===== src/rtl/xalu_pkg.sv =====
// Shared types, operation codes and width helpers for the x86 integer ALU.
`default_nettype none

package xalu_pkg;

	// Operation codes
	localparam logic [3:0] KIND_ADD   = 4'd0;
	localparam logic [3:0] KIND_ADC   = 4'd1;
	localparam logic [3:0] KIND_SUB   = 4'd2;
	localparam logic [3:0] KIND_SBB   = 4'd3;
	localparam logic [3:0] KIND_CMP   = 4'd4;
	localparam logic [3:0] KIND_INC   = 4'd5;
	localparam logic [3:0] KIND_DEC   = 4'd6;
	localparam logic [3:0] KIND_NEG   = 4'd7;
	localparam logic [3:0] KIND_MUL   = 4'd8;
	localparam logic [3:0] KIND_IMULW = 4'd9;
	localparam logic [3:0] KIND_IMULT = 4'd10;
	localparam logic [3:0] KIND_DIV   = 4'd11;
	localparam logic [3:0] KIND_IDIV  = 4'd12;

	// Operand width codes
	localparam logic [1:0] SIZE_BYTE  = 2'd0;
	localparam logic [1:0] SIZE_WORD  = 2'd1;
	localparam logic [1:0] SIZE_DWORD = 2'd2;

	// Flag mask values
	localparam logic [3:0] FW_ALL   = 4'd15;
	localparam logic [3:0] FW_NO_CF = 4'd14;
	localparam logic [3:0] FW_CF_OF = 4'd3;

	// One quotient bit per divider stage
	localparam int DIV_STEPS = 32;

	typedef struct packed {
		logic [3:0]  kind;
		logic [1:0]  size_code;
		logic [31:0] operand_a;
		logic [31:0] operand_b;
		logic        carry_in;
		logic [31:0] acc_low;
		logic [31:0] acc_high;
	} in_t;

	typedef struct packed {
		logic [31:0] result_low;
		logic [31:0] result_high;
		logic        write_result;
		logic        carry_flag;
		logic        overflow_flag;
		logic        zero_flag;
		logic        sign_flag;
		logic [3:0]  flags_written;
		logic        divide_error;
	} out_t;

	// Word carried down the pipeline
	typedef struct packed {
		logic [3:0]  kind;
		logic [1:0]  size_code;
		logic        nneg;
		logic        dneg;
		logic        de;
		logic [31:0] hi;
		logic [31:0] lo;
		logic [31:0] dm;
		logic        cf;
		logic        of;
		logic        zf;
		logic        sf;
	} pipe_t;

	function automatic logic [31:0] width_mask(input logic [1:0] sz);
		case (sz)
			SIZE_BYTE: width_mask = 32'h0000_00ff;
			SIZE_WORD: width_mask = 32'h0000_ffff;
			default:   width_mask = 32'hffff_ffff;
		endcase
	endfunction

	function automatic logic [31:0] sign_bit(input logic [1:0] sz);
		case (sz)
			SIZE_BYTE: sign_bit = 32'h0000_0080;
			SIZE_WORD: sign_bit = 32'h0000_8000;
			default:   sign_bit = 32'h8000_0000;
		endcase
	endfunction

	// Sign-extend a masked value to 32 bits
	function automatic logic [31:0] sext32(input logic [31:0] v, input logic [31:0] sb);
		sext32 = (v ^ sb) - sb;
	endfunction

endpackage

`default_nettype wire


===== src/rtl/xalu_front.sv =====
// Decode stage: add/sub group, multiplier and divider setup.
`default_nettype none

module xalu_front (
	input  wire                  clk,
	input  wire                  arst_n,
	input  wire                  adv,
	input  wire                  in_valid,
	input  wire xalu_pkg::in_t   in_data,
	output logic                 vld_s1,
	output xalu_pkg::pipe_t      st_s1
);
	import xalu_pkg::*;

	xalu_pkg::pipe_t nx;

	// Compute all per-kind values for the incoming word
	always_comb begin
		logic [31:0] m, sb, a, b, bb, r, accm, xs, as32, ds32, dm;
		logic        c, nneg, dneg;
		logic [32:0] s33, d33, x33, y33;
		logic [63:0] n, ns, nm, nsh;
		logic signed [65:0] prod;
		m    = width_mask(in_data.size_code);
		sb   = sign_bit(in_data.size_code);
		a    = in_data.operand_a & m;
		b    = in_data.operand_b & m;
		accm = in_data.acc_low & m;
		bb   = (in_data.kind == KIND_INC || in_data.kind == KIND_DEC) ? 32'd1 : b;
		c    = (in_data.kind == KIND_ADC || in_data.kind == KIND_SBB) ? in_data.carry_in : 1'b0;
		s33  = {1'b0, a} + {1'b0, bb} + {32'd0, c};
		d33  = {1'b0, a} - {1'b0, bb} - {32'd0, c};

		// Multiplier: zero-extend for mul, sign-extend for imul
		xs   = sext32((in_data.kind == KIND_IMULW) ? accm : b, sb);
		as32 = sext32(a, sb);
		x33  = (in_data.kind == KIND_MUL) ? {1'b0, accm} : {xs[31], xs};
		y33  = (in_data.kind == KIND_MUL) ? {1'b0, a} : {as32[31], as32};
		prod = $signed(x33) * $signed(y33);

		// Dividend and divisor magnitudes
		case (in_data.size_code)
			SIZE_BYTE: begin
				n  = {48'd0, in_data.acc_low[15:0]};
				ns = {{48{n[15]}}, n[15:0]};
			end
			SIZE_WORD: begin
				n  = {32'd0, in_data.acc_high[15:0], in_data.acc_low[15:0]};
				ns = {{32{n[31]}}, n[31:0]};
			end
			default: begin
				n  = {in_data.acc_high, in_data.acc_low};
				ns = n;
			end
		endcase
		ds32 = sext32(a, sb);
		if (in_data.kind == KIND_IDIV) begin
			nneg = ns[63];
			dneg = ds32[31];
			nm   = nneg ? (64'd0 - ns) : ns;
			dm   = dneg ? (32'd0 - ds32) : ds32;
		end else begin
			nneg = 1'b0;
			dneg = 1'b0;
			nm   = n;
			dm   = a;
		end
		case (in_data.size_code)
			SIZE_BYTE: nsh = nm >> 8;
			SIZE_WORD: nsh = nm >> 16;
			default:   nsh = nm >> 32;
		endcase

		nx           = '0;
		nx.kind      = in_data.kind;
		nx.size_code = in_data.size_code;
		r            = 32'd0;
		case (in_data.kind)
			KIND_ADD, KIND_ADC, KIND_INC: begin
				r     = s33[31:0] & m;
				nx.lo = r;
				case (in_data.size_code)
					SIZE_BYTE: nx.cf = s33[8];
					SIZE_WORD: nx.cf = s33[16];
					default:   nx.cf = s33[32];
				endcase
				nx.of = |((~(a ^ bb) & (a ^ r)) & sb);
			end
			KIND_SUB, KIND_SBB, KIND_CMP, KIND_DEC: begin
				r     = d33[31:0] & m;
				nx.lo = r;
				nx.cf = {1'b0, a} < ({1'b0, bb} + {32'd0, c});
				nx.of = |(((a ^ bb) & (a ^ r)) & sb);
			end
			KIND_NEG: begin
				r     = (32'd0 - a) & m;
				nx.lo = r;
				nx.cf = (a != 32'd0);
				nx.of = (a == sb);
			end
			KIND_MUL, KIND_IMULW, KIND_IMULT: begin
				nx.hi = prod[63:32];
				nx.lo = prod[31:0];
			end
			KIND_DIV, KIND_IDIV: begin
				nx.hi   = nm[63:32];
				nx.lo   = nm[31:0];
				nx.dm   = dm;
				nx.nneg = nneg;
				nx.dneg = dneg;
				nx.de   = (a == 32'd0) || (nsh >= {32'd0, dm});
			end
			default: begin
				nx.lo = 32'd0;
			end
		endcase
		nx.zf = (r == 32'd0);
		nx.sf = |(r & sb);
	end

	// Advance valid
	always_ff @(posedge clk or negedge arst_n) begin
		if (!arst_n) begin
			vld_s1 <= 1'b0;
		end else if (adv) begin
			vld_s1 <= in_valid;
		end
	end

	// Advance payload
	always_ff @(posedge clk) begin
		if (adv) begin
			st_s1 <= nx;
		end
	end

endmodule

`default_nettype wire


===== config.mk =====
export PLATFORM = sky130hd
export DESIGN_NAME = xalu_front
export DESIGN_NICKNAME = d
export VERILOG_FILES = /design/src/rtl/xalu_pkg.sv /design/src/rtl/xalu_front.sv
export SDC_FILE = /design/constraint.sdc
export NUM_CORES = 2
export LEC_CHECK = 0
export BUFFER_PORTS_ARGS = -buffer_cell sky130_fd_sc_hd__buf_2
export CORE_ASPECT_RATIO = 1.4
export CORE_MARGIN = 3
export CORE_UTILIZATION = 55
export DETAILED_ROUTE_END_ITERATION = 8
export PLACE_DENSITY = 0.73
export SLEW_MARGIN = 15
export SYNTH_ARGS = -nofsm -noshare
export SYNTH_HDL_FRONTEND = slang
export SYNTH_SLANG_ARGS = --single-unit

===== constraint.sdc =====
create_clock -name clk -period 1.9 [get_ports clk]
set_input_delay 0.38 -clock clk [delete_from_list [all_inputs] [get_ports clk]]
set_output_delay 0.38 -clock clk [all_outputs]
set_load 0.01 [all_outputs]

==> qor.json <==
{
  "dp.cells": 9596,
  "stdcell_area_um2": 77400,
  "detail_route.first_pass.iterations": 7,
  "floorplan.core_area_um2": 99900,
  "pre_cts_ws_ns": -8.88,
  "cp_top_family": "adder cells",
  "filler_cell_count": 6961,
  "rsz_0062_raised_after_global_routing": "true",
  "cts_root_buffer": "clkbuf_16",
  "synthesis.area_um2": 55500,
  "min_period_ns": 10.00,
  "post_drt_via_cell_ratio": 6.16,
  "port_buffers": 248,
  "final_min_period_over_clock_period_pct": 526,
  "syn-num-nets": 8320,
  "yosys-top-cells-count": "1176 x inv_1, 1129 x fa_1, 1041 x nand2_1",
  "cts-root-to-sink-buffers": 2,
  "grt_first_pass_wirelength_mm": 392,
  "routabilityCongestion": 1.10,
  "clock.fmax_mhz": 100,
  "synthDominantCellAreaShare_pct": 40.7,
  "ant_nets": 0,
  "report.final.slew_viol_count": 0,
  "cts-htree-levels": 3,
  "run_status": "complete, but fails checks",
  "initial_core_util_pct": 55.5,
  "postRouteWirelength_mm": 276,
  "worstReg2RegStart": "vld_s1",
  "drt_iter0_markers": 7114,
  "worst_ep_arrival_time_ns": 10.19,
  "criticalPathCategory": "in2reg",
  "initial_antenna_violation_count": 27,
  "critical_path.startpoint_type": "input pin",
  "max_cap_violations": 0,
  "slew_headroom_pct": 28.6,
  "post_synth_num_cell_types": 107,
  "crit_start": "in_data[133]",
  "final_report_hold_violation_count": 0,
  "ys.flop_type": "edfxtp_1",
  "fp.dieH_um": 382,
  "clkLatencyLatePin_ns": 0.45,
  "maximum_fanout_along_the_worst_path": 8,
  "grt_max_degree": 62,
  "worst_setup_path_end_kind": "register",
  "number_of_flops_mapped_to_enable_cells_by_yosys": 109,
  "yosys_warnings": 0,
  "cpMaxStageDelayCell": "fa_1",
  "synth.avg_cell_area_um2": 8.30,
  "clk_pin_slew_worst_paths_ns": 0.12,
  "worstHoldStart": "in_valid",
  "route.detailed.wl_per_inst_um": 28.2,
  "postPlaceCellArea_um2": 72000,
  "failed_checks": "setup timing",
  "cts_inserted_buffers": 9,
  "min_path_type": "in2reg",
  "cts_tree": "done",
  "layout-drive-gt1-share_pct": 33.7,
  "area.growth.synth_to_final_pct": 39.5,
  "grt_overflow": 0,
  "drc_errors": 0,
  "slowest_delay_ns": 0.88,
  "critPathRequiredTime_ns": 2.08,
  "post_synth_main_area_contributors": "fa_1 41%, ha_1 8.2%, inv_1 8.0%",
  "asyncSetResetFlopFracSynth_pct": 0.909,
  "yosys.cell_count.top_type": "inv_1",
  "first_global_vias": 62946,
  "syn-instance-count": 6688,
  "final_critical_path_setup_slack_ns": -8.10,
  "worst_clock_skew_ns": 0,
  "synth.ff_latch_count": 110,
  "finalNetCount": 10053,
  "grt.total_usage_pct": 51.7,
  "sequential_cell_area_fraction_in_the_yosys_report_pct": 5.94,
  "io_pins": 249,
  "die_width_um": 274,
  "numClockSinks": 110,
  "synth_area_leader_cell": "fa_1",
  "rows": 137,
  "final-instance-count-excl-fill": 9765,
  "timing_worst_slew_pin_value_ns": 1.07,
  "cp.buffers_inverters": 6,
  "timing.final.setup_violations": 102,
  "dpl.hpwl_mm": 224,
  "design.die.area_um2": 105000,
  "routed-via-count": 60145
}
-- cells by family (layout without fill, tap and decap cells) --
| family | Yosys count | after routing | share of synthesized area [%] |
|---|---|---|---|
| AO/OA/AOI/OAI | 937 | 937 | 10.9 |
| XOR/XNOR | 310 | 310 | 4.90 |
| adder cells (fa/ha/maj) | 1496 | 1496 | 49.0 |
| buffers and inverters | 1538 | 3276 | 10.5 |
| flip-flops | 110 | 110 | 5.94 |
| multiplexers | 47 | 47 | 0.868 |
| other | 0 | 19 | 0 |
| AND/OR/NAND/NOR | 2250 | 2250 | 17.9 |
-- layer usage --
layer	GRT usage [%]	vias up	wire length, um
met5	0	-	64
met4	51.6	12	37200
met3	14.8	1894	32300
met2	80.5	4619	122000
met1	54.9	29107	83800
li1	-	24513	-
-- what timing repair did --
action	4_1_cts	5_1_grt
pin swaps	221	368
hold buffers	1	0
hold endpoints to repair	1	0
cloned	1	4
resized for setup	427	477
buffers inserted	74	80
setup endpoints to repair	102	103
-- registers in the layout, summed over array words and instances (netlist names) --
| name | count |
|---|---|
| st_s1 | 109 |
| vld_s1 | 1 |
-- cell type report --
| type | count | area (um^2) | share of cell area (%) |
|---|---|---|---|
| inverter | 1184 | 4470 | 5.77 |
| tap | 1320 | 1650 | 2.13 |
| sequential | 110 | 3300 | 4.26 |
| clock inverter | 7 | 66.3 | 0.0856 |
| clock buffer | 9 | 225 | 0.291 |
| timing repair buffer | 2076 | 17100 | 22.0 |
| multi-input combinational | 5040 | 50600 | 65.4 |
| antenna | 19 | 47.5 | 0.0614 |
-- path summary, 6_finish.rpt --
| check | end | slack, ns | depth (start not counted) |
|---|---|---|---|
| setup / recovery | st_s1[98] | -8.10 | 37 |
| hold / removal | vld_s1 | 0.16 | 2 |
| setup reg to reg | vld_s1 | 1.15 | 1 |
| hold reg to reg | vld_s1 | 0.53 | 1 |
| max in group asynchronous | vld_s1 | 1.60 | 2 |
| min in group asynchronous | vld_s1 | 0.22 | 2 |
-- cells in the final DEF (no fill, tap or decap), types with 21 or more instances in the layout --
cell / instances
mux2i_1: 32
nor2_1: 566
o21ai_2: 36
buf_2: 242
nand2_2: 36
inv_1: 1101
xnor2_1: 170
a31oi_1: 22
nor2b_1: 41
buf_6: 118
a21o_1: 73
fa_1: 1058
nand3_1: 79
edfxtp_1: 109
nand2_1: 990
fa_2: 71
ha_1: 279
nor3_1: 68
inv_2: 71
a21oi_1: 195
ha_4: 83
o21ai_1: 53
o21ai_0: 117
nand4_1: 42
o21a_1: 26
nor2_2: 43
xor2_1: 80
xnor2_2: 44
buf_4: 1582
nand2b_1: 52
a21oi_2: 63
o211ai_1: 21
and3_1: 22
and2_1: 87
buf_12: 117
or3_1: 23
-- stage by stage --
step | TNS (ns) | utilization, % | hold slack, ns
6_report | -481.66 | 77.5 | 0.155
5_1_grt | -493.17 | 77.4 | 0.174
4_1_cts | -475.03 | 74.8 | 0.152
3_5_place_dp | -557.59 | 72.1 | 0.157
3_3_place_gp | -551.40 | 72.1 | 0.155
2_1_floorplan | -492.33 | - | 0.0844
Power is not shown: default switching activity piles up to over one toggle a cycle in this logic, so the estimate is an artifact.
