### config.mk
export PLATFORM = sky130hd
export DESIGN_NAME = xalu_div_step
export DESIGN_NICKNAME = d
export VERILOG_FILES = /design/src/rtl/xalu_pkg.sv /design/src/rtl/xalu_div_step.sv
export SDC_FILE = /design/constraint.sdc
export NUM_CORES = 1
export LEC_CHECK = 0
export BUFFER_PORTS_ARGS = -buffer_cell sky130_fd_sc_hd__buf_4
export CELL_PAD_IN_SITES_DETAIL_PLACEMENT = 0
export CELL_PAD_IN_SITES_GLOBAL_PLACEMENT = 2
export CORE_ASPECT_RATIO = 1.4
export CORE_MARGIN = 2
export CORE_UTILIZATION = 27
export CTS_CLUSTER_SIZE = 14
export DETAILED_ROUTE_END_ITERATION = 7
export PLACE_DENSITY = 0.78
export SETUP_SLACK_MARGIN = 0.02
export SKIP_LAST_GASP = 1
export SYNTH_ARGS = -nofsm -noshare
export SYNTH_HDL_FRONTEND = slang
export SYNTH_SLANG_ARGS = --single-unit
### constraint.sdc
create_clock -name clk -period 0.8 [get_ports clk]
set_input_delay 0.08 -clock clk [delete_from_list [all_inputs] [get_ports clk]]
set_output_delay 0.08 -clock clk [all_outputs]
set_load 0.05 [all_outputs]
### src/rtl/xalu_pkg.sv
// Shared types, operation codes and width helpers for the x86 integer ALU.
`default_nettype none

package xalu_pkg;

	// Operation codes
	localparam logic [3:0] KIND_ADD   = 4'd0;
	localparam logic [3:0] KIND_ADC   = 4'd1;
	localparam logic [3:0] KIND_SUB   = 4'd2;
	localparam logic [3:0] KIND_SBB   = 4'd3;
	localparam logic [3:0] KIND_CMP   = 4'd4;
	localparam logic [3:0] KIND_INC   = 4'd5;
	localparam logic [3:0] KIND_DEC   = 4'd6;
	localparam logic [3:0] KIND_NEG   = 4'd7;
	localparam logic [3:0] KIND_MUL   = 4'd8;
	localparam logic [3:0] KIND_IMULW = 4'd9;
	localparam logic [3:0] KIND_IMULT = 4'd10;
	localparam logic [3:0] KIND_DIV   = 4'd11;
	localparam logic [3:0] KIND_IDIV  = 4'd12;

	// Operand width codes
	localparam logic [1:0] SIZE_BYTE  = 2'd0;
	localparam logic [1:0] SIZE_WORD  = 2'd1;
	localparam logic [1:0] SIZE_DWORD = 2'd2;

	// Flag mask values
	localparam logic [3:0] FW_ALL   = 4'd15;
	localparam logic [3:0] FW_NO_CF = 4'd14;
	localparam logic [3:0] FW_CF_OF = 4'd3;

	// One quotient bit per divider stage
	localparam int DIV_STEPS = 32;

	typedef struct packed {
		logic [3:0]  kind;
		logic [1:0]  size_code;
		logic [31:0] operand_a;
		logic [31:0] operand_b;
		logic        carry_in;
		logic [31:0] acc_low;
		logic [31:0] acc_high;
	} in_t;

	typedef struct packed {
		logic [31:0] result_low;
		logic [31:0] result_high;
		logic        write_result;
		logic        carry_flag;
		logic        overflow_flag;
		logic        zero_flag;
		logic        sign_flag;
		logic [3:0]  flags_written;
		logic        divide_error;
	} out_t;

	// Word carried down the pipeline
	typedef struct packed {
		logic [3:0]  kind;
		logic [1:0]  size_code;
		logic        nneg;
		logic        dneg;
		logic        de;
		logic [31:0] hi;
		logic [31:0] lo;
		logic [31:0] dm;
		logic        cf;
		logic        of;
		logic        zf;
		logic        sf;
	} pipe_t;

	function automatic logic [31:0] width_mask(input logic [1:0] sz);
		case (sz)
			SIZE_BYTE: width_mask = 32'h0000_00ff;
			SIZE_WORD: width_mask = 32'h0000_ffff;
			default:   width_mask = 32'hffff_ffff;
		endcase
	endfunction

	function automatic logic [31:0] sign_bit(input logic [1:0] sz);
		case (sz)
			SIZE_BYTE: sign_bit = 32'h0000_0080;
			SIZE_WORD: sign_bit = 32'h0000_8000;
			default:   sign_bit = 32'h8000_0000;
		endcase
	endfunction

	// Sign-extend a masked value to 32 bits
	function automatic logic [31:0] sext32(input logic [31:0] v, input logic [31:0] sb);
		sext32 = (v ^ sb) - sb;
	endfunction

endpackage

`default_nettype wire

### src/rtl/xalu_div_step.sv
// One restoring divider stage: one quotient bit per stage.
`default_nettype none

module xalu_div_step (
	input  wire                  clk,
	input  wire                  arst_n,
	input  wire                  adv,
	input  wire                  vld_i,
	input  wire xalu_pkg::pipe_t st_i,
	output logic                 vld_s1,
	output xalu_pkg::pipe_t      st_s1
);
	import xalu_pkg::*;

	xalu_pkg::pipe_t nx;

	// Shift in the next dividend bit and subtract when it fits
	always_comb begin
		logic [32:0] t, diff;
		logic        ge;
		t    = {st_i.hi, st_i.lo[31]};
		diff = t - {1'b0, st_i.dm};
		ge   = (t >= {1'b0, st_i.dm});
		nx   = st_i;
		if ((st_i.kind inside {KIND_DIV, KIND_IDIV}) && !st_i.de) begin
			nx.hi = ge ? diff[31:0] : t[31:0];
			nx.lo = {st_i.lo[30:0], ge};
		end
	end

	// Advance valid
	always_ff @(posedge clk or negedge arst_n) begin
		if (!arst_n) begin
			vld_s1 <= 1'b0;
		end else if (adv) begin
			vld_s1 <= vld_i;
		end
	end

	// Advance payload
	always_ff @(posedge clk) begin
		if (adv) begin
			st_s1 <= nx;
		end
	end

endmodule

`default_nettype wire

==> summary.md, run 1 <==
| Metric | Value |
|---|---|
| Unrepaired setup endpoints after global routing | yes |
| Delay of the slowest cell on the worst path | 420 ps |
| Maximum frequency from static timing analysis | 0.4555 GHz |
| Routed Wire Length | 21,680 µm |
| Count of buffers from port buffering | 222 |
| GP Congestion | 0.7943 |
| Clock skew | 0 ps |
| Effective utilization at floorplan | 27.47% |
| Via count of the first global-routing pass | 6,619 |
| Number of top-level design ports | 223 |
| Violated checks | setup timing |
| Setup crit start kind | input port |
| Number of buffers created by CTS | 9 |
| Shortest period the worst path allows | 2196 ps |
| Number of remaining DRC errors | 0 |
| Leading cell types in the layout, fill and taps excluded | sky130_fd_sc_hd__buf_4 (271), sky130_fd_sc_hd__buf_6 (122), sky130_fd_sc_hd__edfxtp_1 (109) |
| Source-to-sink clock delay at the later pin of the worst-skew pair | 370 ps |
| Row Count | 66 |
| Total vias in the final route | 6,267 |
| Status | finished, violations left |
| Total power density per cell area | 1569 nW/µm² |
| Layout net count | 1,249 |
| Max Transition Viols Final | 0 |
| Antenna diode count | 0 |
| Max-capacitance violation count | 0 |
| Vertical die dimension | 186.1 µm |
| Most instantiated flip-flop cell in the synthesis netlist | sky130_fd_sc_hd__edfxtp_1 |
| Critical path capture point type | flop |
| Area growth from synthesis to layout | 93.33% |
| Cells traversed along the worst timing path | buf_12 > inv_12 > ha_4 > inv_2 > fa_2 > a21oi_2 > o211ai_2 > a41oi_2 > a2111o_1 > a221o_1 > o21ai_2 > nor3_1 > or3_1 |
| Global-route wire length before repair | 33,670 µm |
| CP max stage cell | sky130_fd_sc_hd__a2111o_1 |
| Placed cell areas | 9888 µm² |
| Distinct cells, synth | 63 |
| Worst-case vdd ir drop | 0.0009670 V |
| Final design instance area without fill | 12,370 µm² |
| Yosys warnings | 0 |
| Tightest slew margin relative to the limit | 78.29% |
| Clock tree root driver cell | sky130_fd_sc_hd__clkbuf_16 |
| Critical-path maximum fanout | 2 |
| Die width | 134.1 µm |
| Setup Slack @ Placement | -1876 ps |
| Worst-Margin Slew | 325.7 ps |
| Count of flip-flops with a built-in enable after synthesis | 109 |
| Antenna violations before repair | 0 |
| Largest net degree at the start of global routing | 41 |
| Total number of clock tree sinks | 110 |
| Die area | 24,960 µm² |
| Worst-path clk slew | 80 ps |
| CTS tree | done |
| Ratio of cells with drive above 1 in the final layout | 51.90% |
| Sequential element share of the synthesized area | 51.55% |
| Number of antenna-violating nets in the routed design | 0 |
| Endpoint required time on the critical path | 910 ps |
| WP data arrival | 2310 ps |
| Endpoints failing hold | 0 |
| Number of detailed-routing iterations run before antenna repair | 4 |
| Ratio of routed vias to standard cells | 4.432 |
| Syn avg cell area | 10.22 µm² |
| Total overflow reported by the global router | 0 |
| Final routed wire length divided by cell count | 15.33 µm |
| First DRT Iteration DRCs | 215 |
| Number of synthesized register bits | 110 |
| Critical Setup Path Class | input port to flop |
| Most frequent standard cell in the layout excluding fill and tap cells | sky130_fd_sc_hd__buf_4 |
| Final worst setup slack | -1396 ps |
| Leakage power of the design | 0.005595 µW |
| Number of H-tree levels | 3 |
| Overall routing resource usage | 17.38% |
| Clock Path Buffers | 2 |
| Number of instances in the synthesized netlist | 626 |
| Core Area | 23,290 µm² |
| Post-synthesis async set-or-reset flop share | 0.9091% |
| Net count of the mapped netlist | 772 |
| Cell area after technology mapping | 6397 µm² |
| Hpwl dp | 15,740 µm |
| Final setup violating endpoints | 175 |
| Path type of the worst min-delay path | input port to flop |
| Final clock period utilization by the worst path | 274.4% |
[synthesized netlist by cell type (9+ instances only)]
master | number | area share (%)
sky130_fd_sc_hd__edfxtp_1 | 109 | 51
sky130_fd_sc_hd__nand2_1 | 158 | 9.3
sky130_fd_sc_hd__o21ai_0 | 36 | 2.8
sky130_fd_sc_hd__xnor2_1 | 18 | 2.5
sky130_fd_sc_hd__ha_1 | 32 | 6.3
sky130_fd_sc_hd__inv_1 | 40 | 2.3
sky130_fd_sc_hd__xor2_1 | 9 | 1.2
sky130_fd_sc_hd__a21oi_1 | 26 | 2.0
sky130_fd_sc_hd__nor2_1 | 20 | 1.2
sky130_fd_sc_hd__o21ai_1 | 12 | 0.94
sky130_fd_sc_hd__mux2i_1 | 25 | 3.9
sky130_fd_sc_hd__clkbuf_1 | 14 | 0.82
sky130_fd_sc_hd__a21o_1 | 17 | 2.0
[final cells by class]
cell class                      instances  area (µm²)
Fill cell                            2131       10920
Timing Repair Buffer                  497        4722
Multi-Input combinational cell        445        3495
Sequential cell                       110        3299
Tap cell                              306       382.9
Clock buffer                            9       225.2
Inverter                               40       180.2
Clock inverter                          7       63.81
[sequential cells by signal (all words and copies together) (netlist names)]
signal,count
st_s1,109
vld_s1,1
[path summary, 6_finish.rpt]
path                            slack, ps  depth (start not counted)   endpoint     start
worst max-delay path                -1400                         13  st_s1[98]  st_i[67]
worst min-delay path                   30                          3  st_s1[85]  st_i[85]
worst max register to register       -110                          2     vld_s1    vld_s1
worst min register to register        630                          2     vld_s1    vld_s1
max in group asynchronous             670                          2     vld_s1    arst_n
min in group asynchronous              40                          2     vld_s1    arst_n
[what timing repair did]
| item | in CTS | in global routing |
|---|---|---|
| hold buffers | 79 | 0 |
| hold endpoints to repair | 80 | 0 |
| setup buffers | 21 | 2 |
| pin swaps | 68 | 32 |
| resized for setup | 216 | 58 |
| endpoints found under the setup margin | 174 | 175 |
| cloned | 6 | 3 |
[metrics by stage]
step	std cells	hold slack (ps)	TNS, ps	total power [µW]	utilization, %
after floorplan	626	-215.6	-53680	10990	-
after global routing	1414	14.59	-75310	20330	53.11
after CTS	1411	3.455	-67740	19480	51.92
after detailed placement	1291	-142.9	-80940	13700	42.46
final	1414	29.76	-66400	19410	53.11
after global placement	1291	-144.4	-79090	13670	42.46
[kinds of logic after synthesis]
kind of cell               share of synthesized area [%]
DFF                                                51.55
buffers and inverters                              5.437
xor gates and xnor gates                           3.697
adders and majority gates                          6.571
AOI/OAI and AO/OA                                  13.83
muxes                                              4.088
and+or+nand+nor                                    14.82
[critical path: cells and delay by family]
| kind | cells | cell delay (ps) |
|---|---|---|
| AO/OA/AOI/OAI | 6 | 1330 |
| adder cells (fa/ha/maj) | 2 | 350 |
| buffers and inverters | 3 | 170 |
| AND/OR/NAND/NOR | 2 | 360 |
[report_power, final]
part / switching (µW) / total [µW] / internal, µW
Sequential: 218 / 7120 / 6900
Combinational: 4100 / 7790 / 3690
Clock: 2310 / 4500 / 2180
[metal layers]
metal	part of all wire, %	track usage, %
met1	38	18.43
met2	57	34.83
met3	3.3	2.710
met4	1.7	5.474
met5	0	0
Power figures use the tool's default switching activity.
==> run 2: changes to the inputs <==
--- a/config.mk
+++ b/config.mk
@@ -11,8 +11,9 @@
 export CORE_ASPECT_RATIO = 1.4
 export CORE_MARGIN = 2
 export CORE_UTILIZATION = 27
-export CTS_CLUSTER_SIZE = 14
+export CTS_CLUSTER_SIZE = 40
 export DETAILED_ROUTE_END_ITERATION = 7
+export HOLD_SLACK_MARGIN = 0.05
 export PLACE_DENSITY = 0.78
 export SETUP_SLACK_MARGIN = 0.02
 export SKIP_LAST_GASP = 1
==> summary.md, run 2 (synthesis results as in run 1) <==
| Metric | Value |
|---|---|
| Worst-Margin Slew | 325.1 ps |
| Clock tree root driver cell | sky130_fd_sc_hd__clkbuf_16 |
| Path type of the worst min-delay path | input port to flop |
| Final worst setup slack | -1395 ps |
| Number of remaining DRC errors | 0 |
| Status | finished, violations left |
| Final clock period utilization by the worst path | 274.3% |
| Number of top-level design ports | 223 |
| Row Count | 66 |
| Largest net degree at the start of global routing | 41 |
| Routed Wire Length | 21,700 µm |
| Setup slack of the most critical reg-to-reg path | -100 ps |
| Worst-case vdd ir drop | 0.0009698 V |
| Core Area | 23,290 µm² |
| Critical-path maximum fanout | 2 |
| Number of buffers created by CTS | 9 |
| Min-delay src | st_i[89] |
| Total overflow reported by the global router | 0 |
| Clock Path Buffers | 2 |
| Number of instances on the worst hold path | 3 |
| Setup Slack @ Placement | -1876 ps |
| Die width | 134.1 µm |
| Endpoint required time on the critical path | 910 ps |
| Setup crit start kind | input port |
| Number of antenna-violating nets in the routed design | 0 |
| Footprint of the multi-input gates | 3491 µm² |
| Violated checks | setup timing |
| Source-to-sink clock delay at the later pin of the worst-skew pair | 370 ps |
| GP Congestion | 0.7943 |
| Endpoints failing hold | 0 |
| Worst reg2reg path endpoint | vld_s1 |
| Antenna diode count | 0 |
| Max-capacitance violation count | 0 |
| Register name with the most flops | st_s1 |
| Max Transition Viols Final | 0 |
| Final setup violating endpoints | 175 |
| Number of H-tree levels | 3 |
| Total power density per cell area | 1565 nW/µm² |
| Die area | 24,960 µm² |
| Worst flop-to-flop path startpoint | vld_s1 |
| Vertical die dimension | 186.1 µm |
| Count of cells along the worst register-to-register path | 2 |
| Shortest period the worst path allows | 2195 ps |
| Unrepaired setup endpoints after global routing | yes |
| Final routed wire length divided by cell count | 15.30 µm |
| Leading cell types in the layout, fill and taps excluded | sky130_fd_sc_hd__buf_4 (271), sky130_fd_sc_hd__buf_6 (122), sky130_fd_sc_hd__edfxtp_1 (109) |
| WP data arrival | 2310 ps |
| Tightest slew margin relative to the limit | 78.33% |
| Total number of clock tree sinks | 110 |
| Number of detailed-routing iterations run before antenna repair | 4 |
| Hpwl dp | 15,740 µm |
| Ratio of routed vias to standard cells | 4.425 |
| Critical Setup Path Class | input port to flop |
| Overall routing resource usage | 17.42% |
| Fill count | 2,129 |
| Effective utilization at floorplan | 27.47% |
| Number of flip-flops in the largest register | 109 |
| Layout net count | 1,253 |
| Most frequent standard cell in the layout excluding fill and tap cells | sky130_fd_sc_hd__buf_4 |
| Maximum frequency from static timing analysis | 0.4556 GHz |
| Count of buffers from port buffering | 222 |
| Antenna violations before repair | 0 |
| Via count of the first global-routing pass | 6,609 |
| First DRT Iteration DRCs | 210 |
| Worst-path clk slew | 80 ps |
| Critical path capture point type | flop |
| Ratio of cells with drive above 1 in the final layout | 51.71% |
| Global-route wire length before repair | 33,730 µm |
| Area growth from synthesis to layout | 93.90% |
| Leakage power of the design | 0.005607 µW |
| Total vias in the final route | 6,274 |
| Endpoint of the worst hold-timing path | st_s1[89] |
| Clock skew | 0 ps |
| Final Util | 53.27% |
| CTS tree | done |
| Largest registers | st_s1 x109, vld_s1 x1 |
| Sequential cell area in the final layout | 3299 µm² |
-- run 2: cell count changes in the layout (fill, tap and decap cells not counted), sizes merged --
cell / previous run / this run
dlygate4sd3: 79 / 83
-- run 2: per-layer routing --
layer  up-vias  routed length (µm)  GRT usage [%]  part of all wire [%]
li1       3209                   -              -                     -
met3        20                 714          2.710                   3.3
met1      2925                8118          18.43                    37
met4         0                 361          5.474                   1.7
met2       120               12510          34.95                    58
met5         -                   0              0                     0
-- run 2: how the worst max path moves through the flow --
stage                   from        end  slack, ps  cells past startpoint
floorplan           st_i[67]  st_s1[98]      -1610                     12
global placement    st_i[67]  st_s1[98]      -1830                     13
detailed placement  st_i[67]  st_s1[98]      -1880                     13
CTS                 st_i[67]  st_s1[98]      -1440                     13
global route        st_i[67]  st_s1[98]      -1520                     13
finish              st_i[67]  st_s1[98]      -1390                     13
-- run 2: what timing repair did --
action                     CTS  global route
gates cloned                 6             3
pin swaps                   68            32
hold buffers                83             0
hold endpoints to repair    85             0
resized for setup          216            57
setup endpoints to repair  174           175
buffers inserted            21             2
-- run 2: area by class of cell --
| type | count | share of cell area, % |
|---|---|---|
| repair buffers | 501 | 38.39 |
| multi-input cells | 445 | 28.14 |
| flip-flops and latches | 110 | 26.60 |
| well taps | 306 | 3.087 |
| clock buffers | 9 | 1.816 |
| inverters | 40 | 1.452 |
| clock inverters | 7 | 0.5144 |
-- run 2: where the power goes --
group,internal (µW),leakage [µW],switching [µW]
clock,2180,0.000136,2310
combinational,3700,0.00439,4100
sequential,6900,0.00108,218
total,12800,0.00561,6630
-- run 2: worst max-delay path, stage by stage --
cell and delay (ps):
sky130_fd_sc_hd__buf_12 90, sky130_fd_sc_hd__inv_12 30, sky130_fd_sc_hd__ha_4 150, sky130_fd_sc_hd__inv_2 50, sky130_fd_sc_hd__fa_2 200, sky130_fd_sc_hd__a21oi_2 60, sky130_fd_sc_hd__o211ai_2 180, sky130_fd_sc_hd__a41oi_2 160
sky130_fd_sc_hd__a2111o_1 420, sky130_fd_sc_hd__a221o_1 360, sky130_fd_sc_hd__o21ai_2 150, sky130_fd_sc_hd__nor3_1 60, sky130_fd_sc_hd__or3_1 300
-- run 2: metrics by stage --
| stage | setup TNS [ps] | power (µW) | cell area (µm²) | std cells | hold WS, ps |
|---|---|---|---|---|---|
| floorplan | -53680 | 10990 | 6755 | 626 | -215.6 |
| global placement | -79090 | 13670 | 9888 | 1291 | -144.4 |
| finish | -66450 | 19420 | 12400 | 1418 | 68.26 |
| global route | -75350 | 20350 | 12400 | 1418 | 78.63 |
| detailed placement | -80940 | 13700 | 9888 | 1291 | -142.9 |
| CTS | -67740 | 19490 | 12130 | 1415 | 44.61 |
==> run 3: changes to the inputs <==
--- a/config.mk
+++ b/config.mk
@@ -11,7 +11,7 @@
 export CORE_ASPECT_RATIO = 1.4
 export CORE_MARGIN = 2
 export CORE_UTILIZATION = 27
-export CTS_CLUSTER_SIZE = 40
+export CTS_CLUSTER_SIZE = 25
 export DETAILED_ROUTE_END_ITERATION = 7
 export HOLD_SLACK_MARGIN = 0.05
 export PLACE_DENSITY = 0.78
==> constraint.sdc (replaced) <==
create_clock -name clk -period 1.85 [get_ports clk]
set_input_delay 0.185 -clock clk [delete_from_list [all_inputs] [get_ports clk]]
set_output_delay 0.185 -clock clk [all_outputs]
set_load 0.05 [all_outputs]
==> summary.md, run 3 (synthesis results as in run 1) <==
| Metric | Value |
|---|---|
| Max-capacitance violation count | 0 |
| Tightest slew margin relative to the limit | 72.97% |
| Routed Wire Length | 20,190 µm |
| Area growth from synthesis to layout | 70.62% |
| Via count of the first global-routing pass | 6,157 |
| Critical-path maximum fanout | 2 |
| Core Area | 23,290 µm² |
| Count of buffers from port buffering | 222 |
| Vertical die dimension | 186.1 µm |
| Number of remaining DRC errors | 0 |
| Worst-path clk slew | 70 ps |
| Antenna diode count | 0 |
| Unrepaired setup endpoints after global routing | yes |
| Effective utilization at floorplan | 27.47% |
| Clock Path Buffers | 2 |
| Number of H-tree levels | 3 |
| Layout net count | 1,179 |
| Critical Setup Path Class | input port to flop |
| Largest registers | st_s1 x109, vld_s1 x1 |
| Non-filler cells in the finished layout | 1,344 |
| Most frequent standard cell in the layout excluding fill and tap cells | sky130_fd_sc_hd__buf_4 |
| Worst reg2reg path endpoint | vld_s1 |
| Fill count | 2,272 |
| Worst path bufs/invs | 3 |
| Worst-case vdd ir drop | 0.0004324 V |
| First DRT Iteration DRCs | 213 |
| Min-delay src | st_i[46] |
| Clock tree root driver cell | sky130_fd_sc_hd__clkbuf_16 |
| Count of cells along the worst register-to-register path | 1 |
| CTS tree | done |
| CP max stage cell | sky130_fd_sc_hd__a2111o_1 |
| Number of detailed-routing iterations run before antenna repair | 4 |
| Row Count | 66 |
| Final setup violating endpoints | 33 |
| Ratio of routed vias to standard cells | 4.461 |
| Path type of the worst min-delay path | input port to flop |
| Endpoint required time on the critical path | 1960 ps |
| Die width | 134.1 µm |
| Ratio of cells with drive above 1 in the final layout | 45.66% |
| Total overflow reported by the global router | 0 |
| Number of instances on the worst hold path | 3 |
| Number of top-level design ports | 223 |
| WP data arrival | 2400 ps |
| Global-route wire length before repair | 31,050 µm |
| Critical path capture point type | flop |
| Number of antenna-violating nets in the routed design | 0 |
| Clock skew | 0 ps |
| Sequential cell area in the final layout | 3298 µm² |
| Largest net degree at the start of global routing | 52 |
| Register name with the most flops | st_s1 |
| Footprint of the multi-input gates | 3256 µm² |
| Hpwl dp | 15,220 µm |
| Total power density per cell area | 732.8 nW/µm² |
| Max Transition Viols Final | 0 |
| Worst flop-to-flop path startpoint | vld_s1 |
| Violated checks | setup timing |
| Setup crit start kind | input port |
| Status | finished, violations left |
| Cells traversed along the worst timing path | buf_12 > inv_12 > ha_4 > inv_2 > fa_2 > a21oi_2 > o211ai_2 > a41oi_2 > a2111o_1 > a221o_1 > o21ai_2 > nor3_1 > or3_1 |
| Maximum frequency from static timing analysis | 0.4360 GHz |
| WP depth | 13 |
| Final-layout setup total negative slack | -8839 ps |
| Leakage power of the design | 0.004990 µW |
| Number of buffers created by CTS | 9 |
| Antenna violations before repair | 0 |
| Shortest period the worst path allows | 2294 ps |
| Delay of the slowest cell on the worst path | 420 ps |
| Die area | 24,960 µm² |
| Total number of clock tree sinks | 110 |
| Number of flip-flops in the largest register | 109 |
| Source-to-sink clock delay at the later pin of the worst-skew pair | 360 ps |
| Endpoint of the worst hold-timing path | st_s1[47] |
| Post-placement cell count | 1,266 |
| GP Congestion | 0.7931 |
| Cell class contributing the biggest share of worst-path delay | compound AO/OA/AOI/OAI gates |
| Final clock period utilization by the worst path | 124.0% |
| Worst setup path startpoint | st_i[67] |
| Final worst setup slack | -443.5 ps |
| Leading cell types in the layout, fill and taps excluded | sky130_fd_sc_hd__buf_4 (356), sky130_fd_sc_hd__nand2_1 (154), sky130_fd_sc_hd__edfxtp_1 (109) |
| Final routed wire length divided by cell count | 15.02 µm |
| Total vias in the final route | 5,995 |
| Endpoints failing hold | 0 |
| Setup slack of the most critical reg-to-reg path | 1100 ps |
| Worst-Margin Slew | 401.2 ps |
| Overall routing resource usage | 16.01% |
-- run 3: cell count changes in the layout (fill, tap and decap cells not counted), moves of 4 or more --
cell,previous run,this run
sky130_fd_sc_hd__nand2_4,17,1
sky130_fd_sc_hd__buf_4,271,356
sky130_fd_sc_hd__buf_12,13,8
sky130_fd_sc_hd__dlygate4sd3_1,83,47
sky130_fd_sc_hd__nand2_1,96,154
sky130_fd_sc_hd__nand2_2,45,2
sky130_fd_sc_hd__buf_6,122,13
sky130_fd_sc_hd__buf_16,5,1
-- run 3: tightest hold or removal path: cells and delay by family --
kind                   cells  cell delay, ps
buffers and inverters      1              80
AND/OR/NAND/NOR            2              80
-- run 3: layout make-up --
cell class,instances,share of cell area [%]
inverters,40,1.719
clock buffers,9,2.063
well taps,306,3.508
multi-input cells,445,29.83
flip-flops and latches,110,30.22
clock inverters,7,0.5387
repair buffers,427,32.13
-- run 3: what timing repair did --
action / in CTS / in global routing
buffers inserted: 9 / 6
hold endpoints to repair: 47 / 0
cloned: 2 / 0
hold buffers: 47 / 0
endpoints found under the setup margin: 33 / 33
resized for setup: 50 / 27
pin swaps: 22 / 22
-- run 3: routing by layer --
metal | share of wire, % | wire, µm | GRT usage [%]
met1 | 38 | 7766 | 17.12
met2 | 56 | 11300 | 31.69
met3 | 4.1 | 820 | 2.737
met4 | 1.5 | 304 | 5.095
met5 | 0 | 0 | 0
-- run 3: power by group --
| part | total (µW) | switching (µW) | internal [µW] |
|---|---|---|---|
| Combinational | 3040 | 1710 | 1330 |
| Sequential | 3040 | 57.0 | 2980 |
| Clock | 1920 | 988 | 934 |
-- run 3: worst max-delay path by stage --
stage                     slack [ps]        end
after floorplan                 -660  st_s1[98]
after global placement          -880  st_s1[98]
after detailed placement        -940  st_s1[98]
after CTS                       -500  st_s1[98]
after global routing            -550  st_s1[98]
final                           -440  st_s1[98]
-- run 3: stage by stage --
step	hold slack, ps	util, %	total power (µW)	area [µm²]	setup slack, ps
finish	87.00	46.87	7999	10920	-443.5
global placement	-39.40	41.46	5875	9654	-883.5
floorplan	-110.6	-	4744	6693	-661.1
CTS	69.73	46.23	8057	10770	-501.3
global route	75.71	46.87	8395	10920	-549.7
detailed placement	-37.26	41.46	5885	9654	-936.0
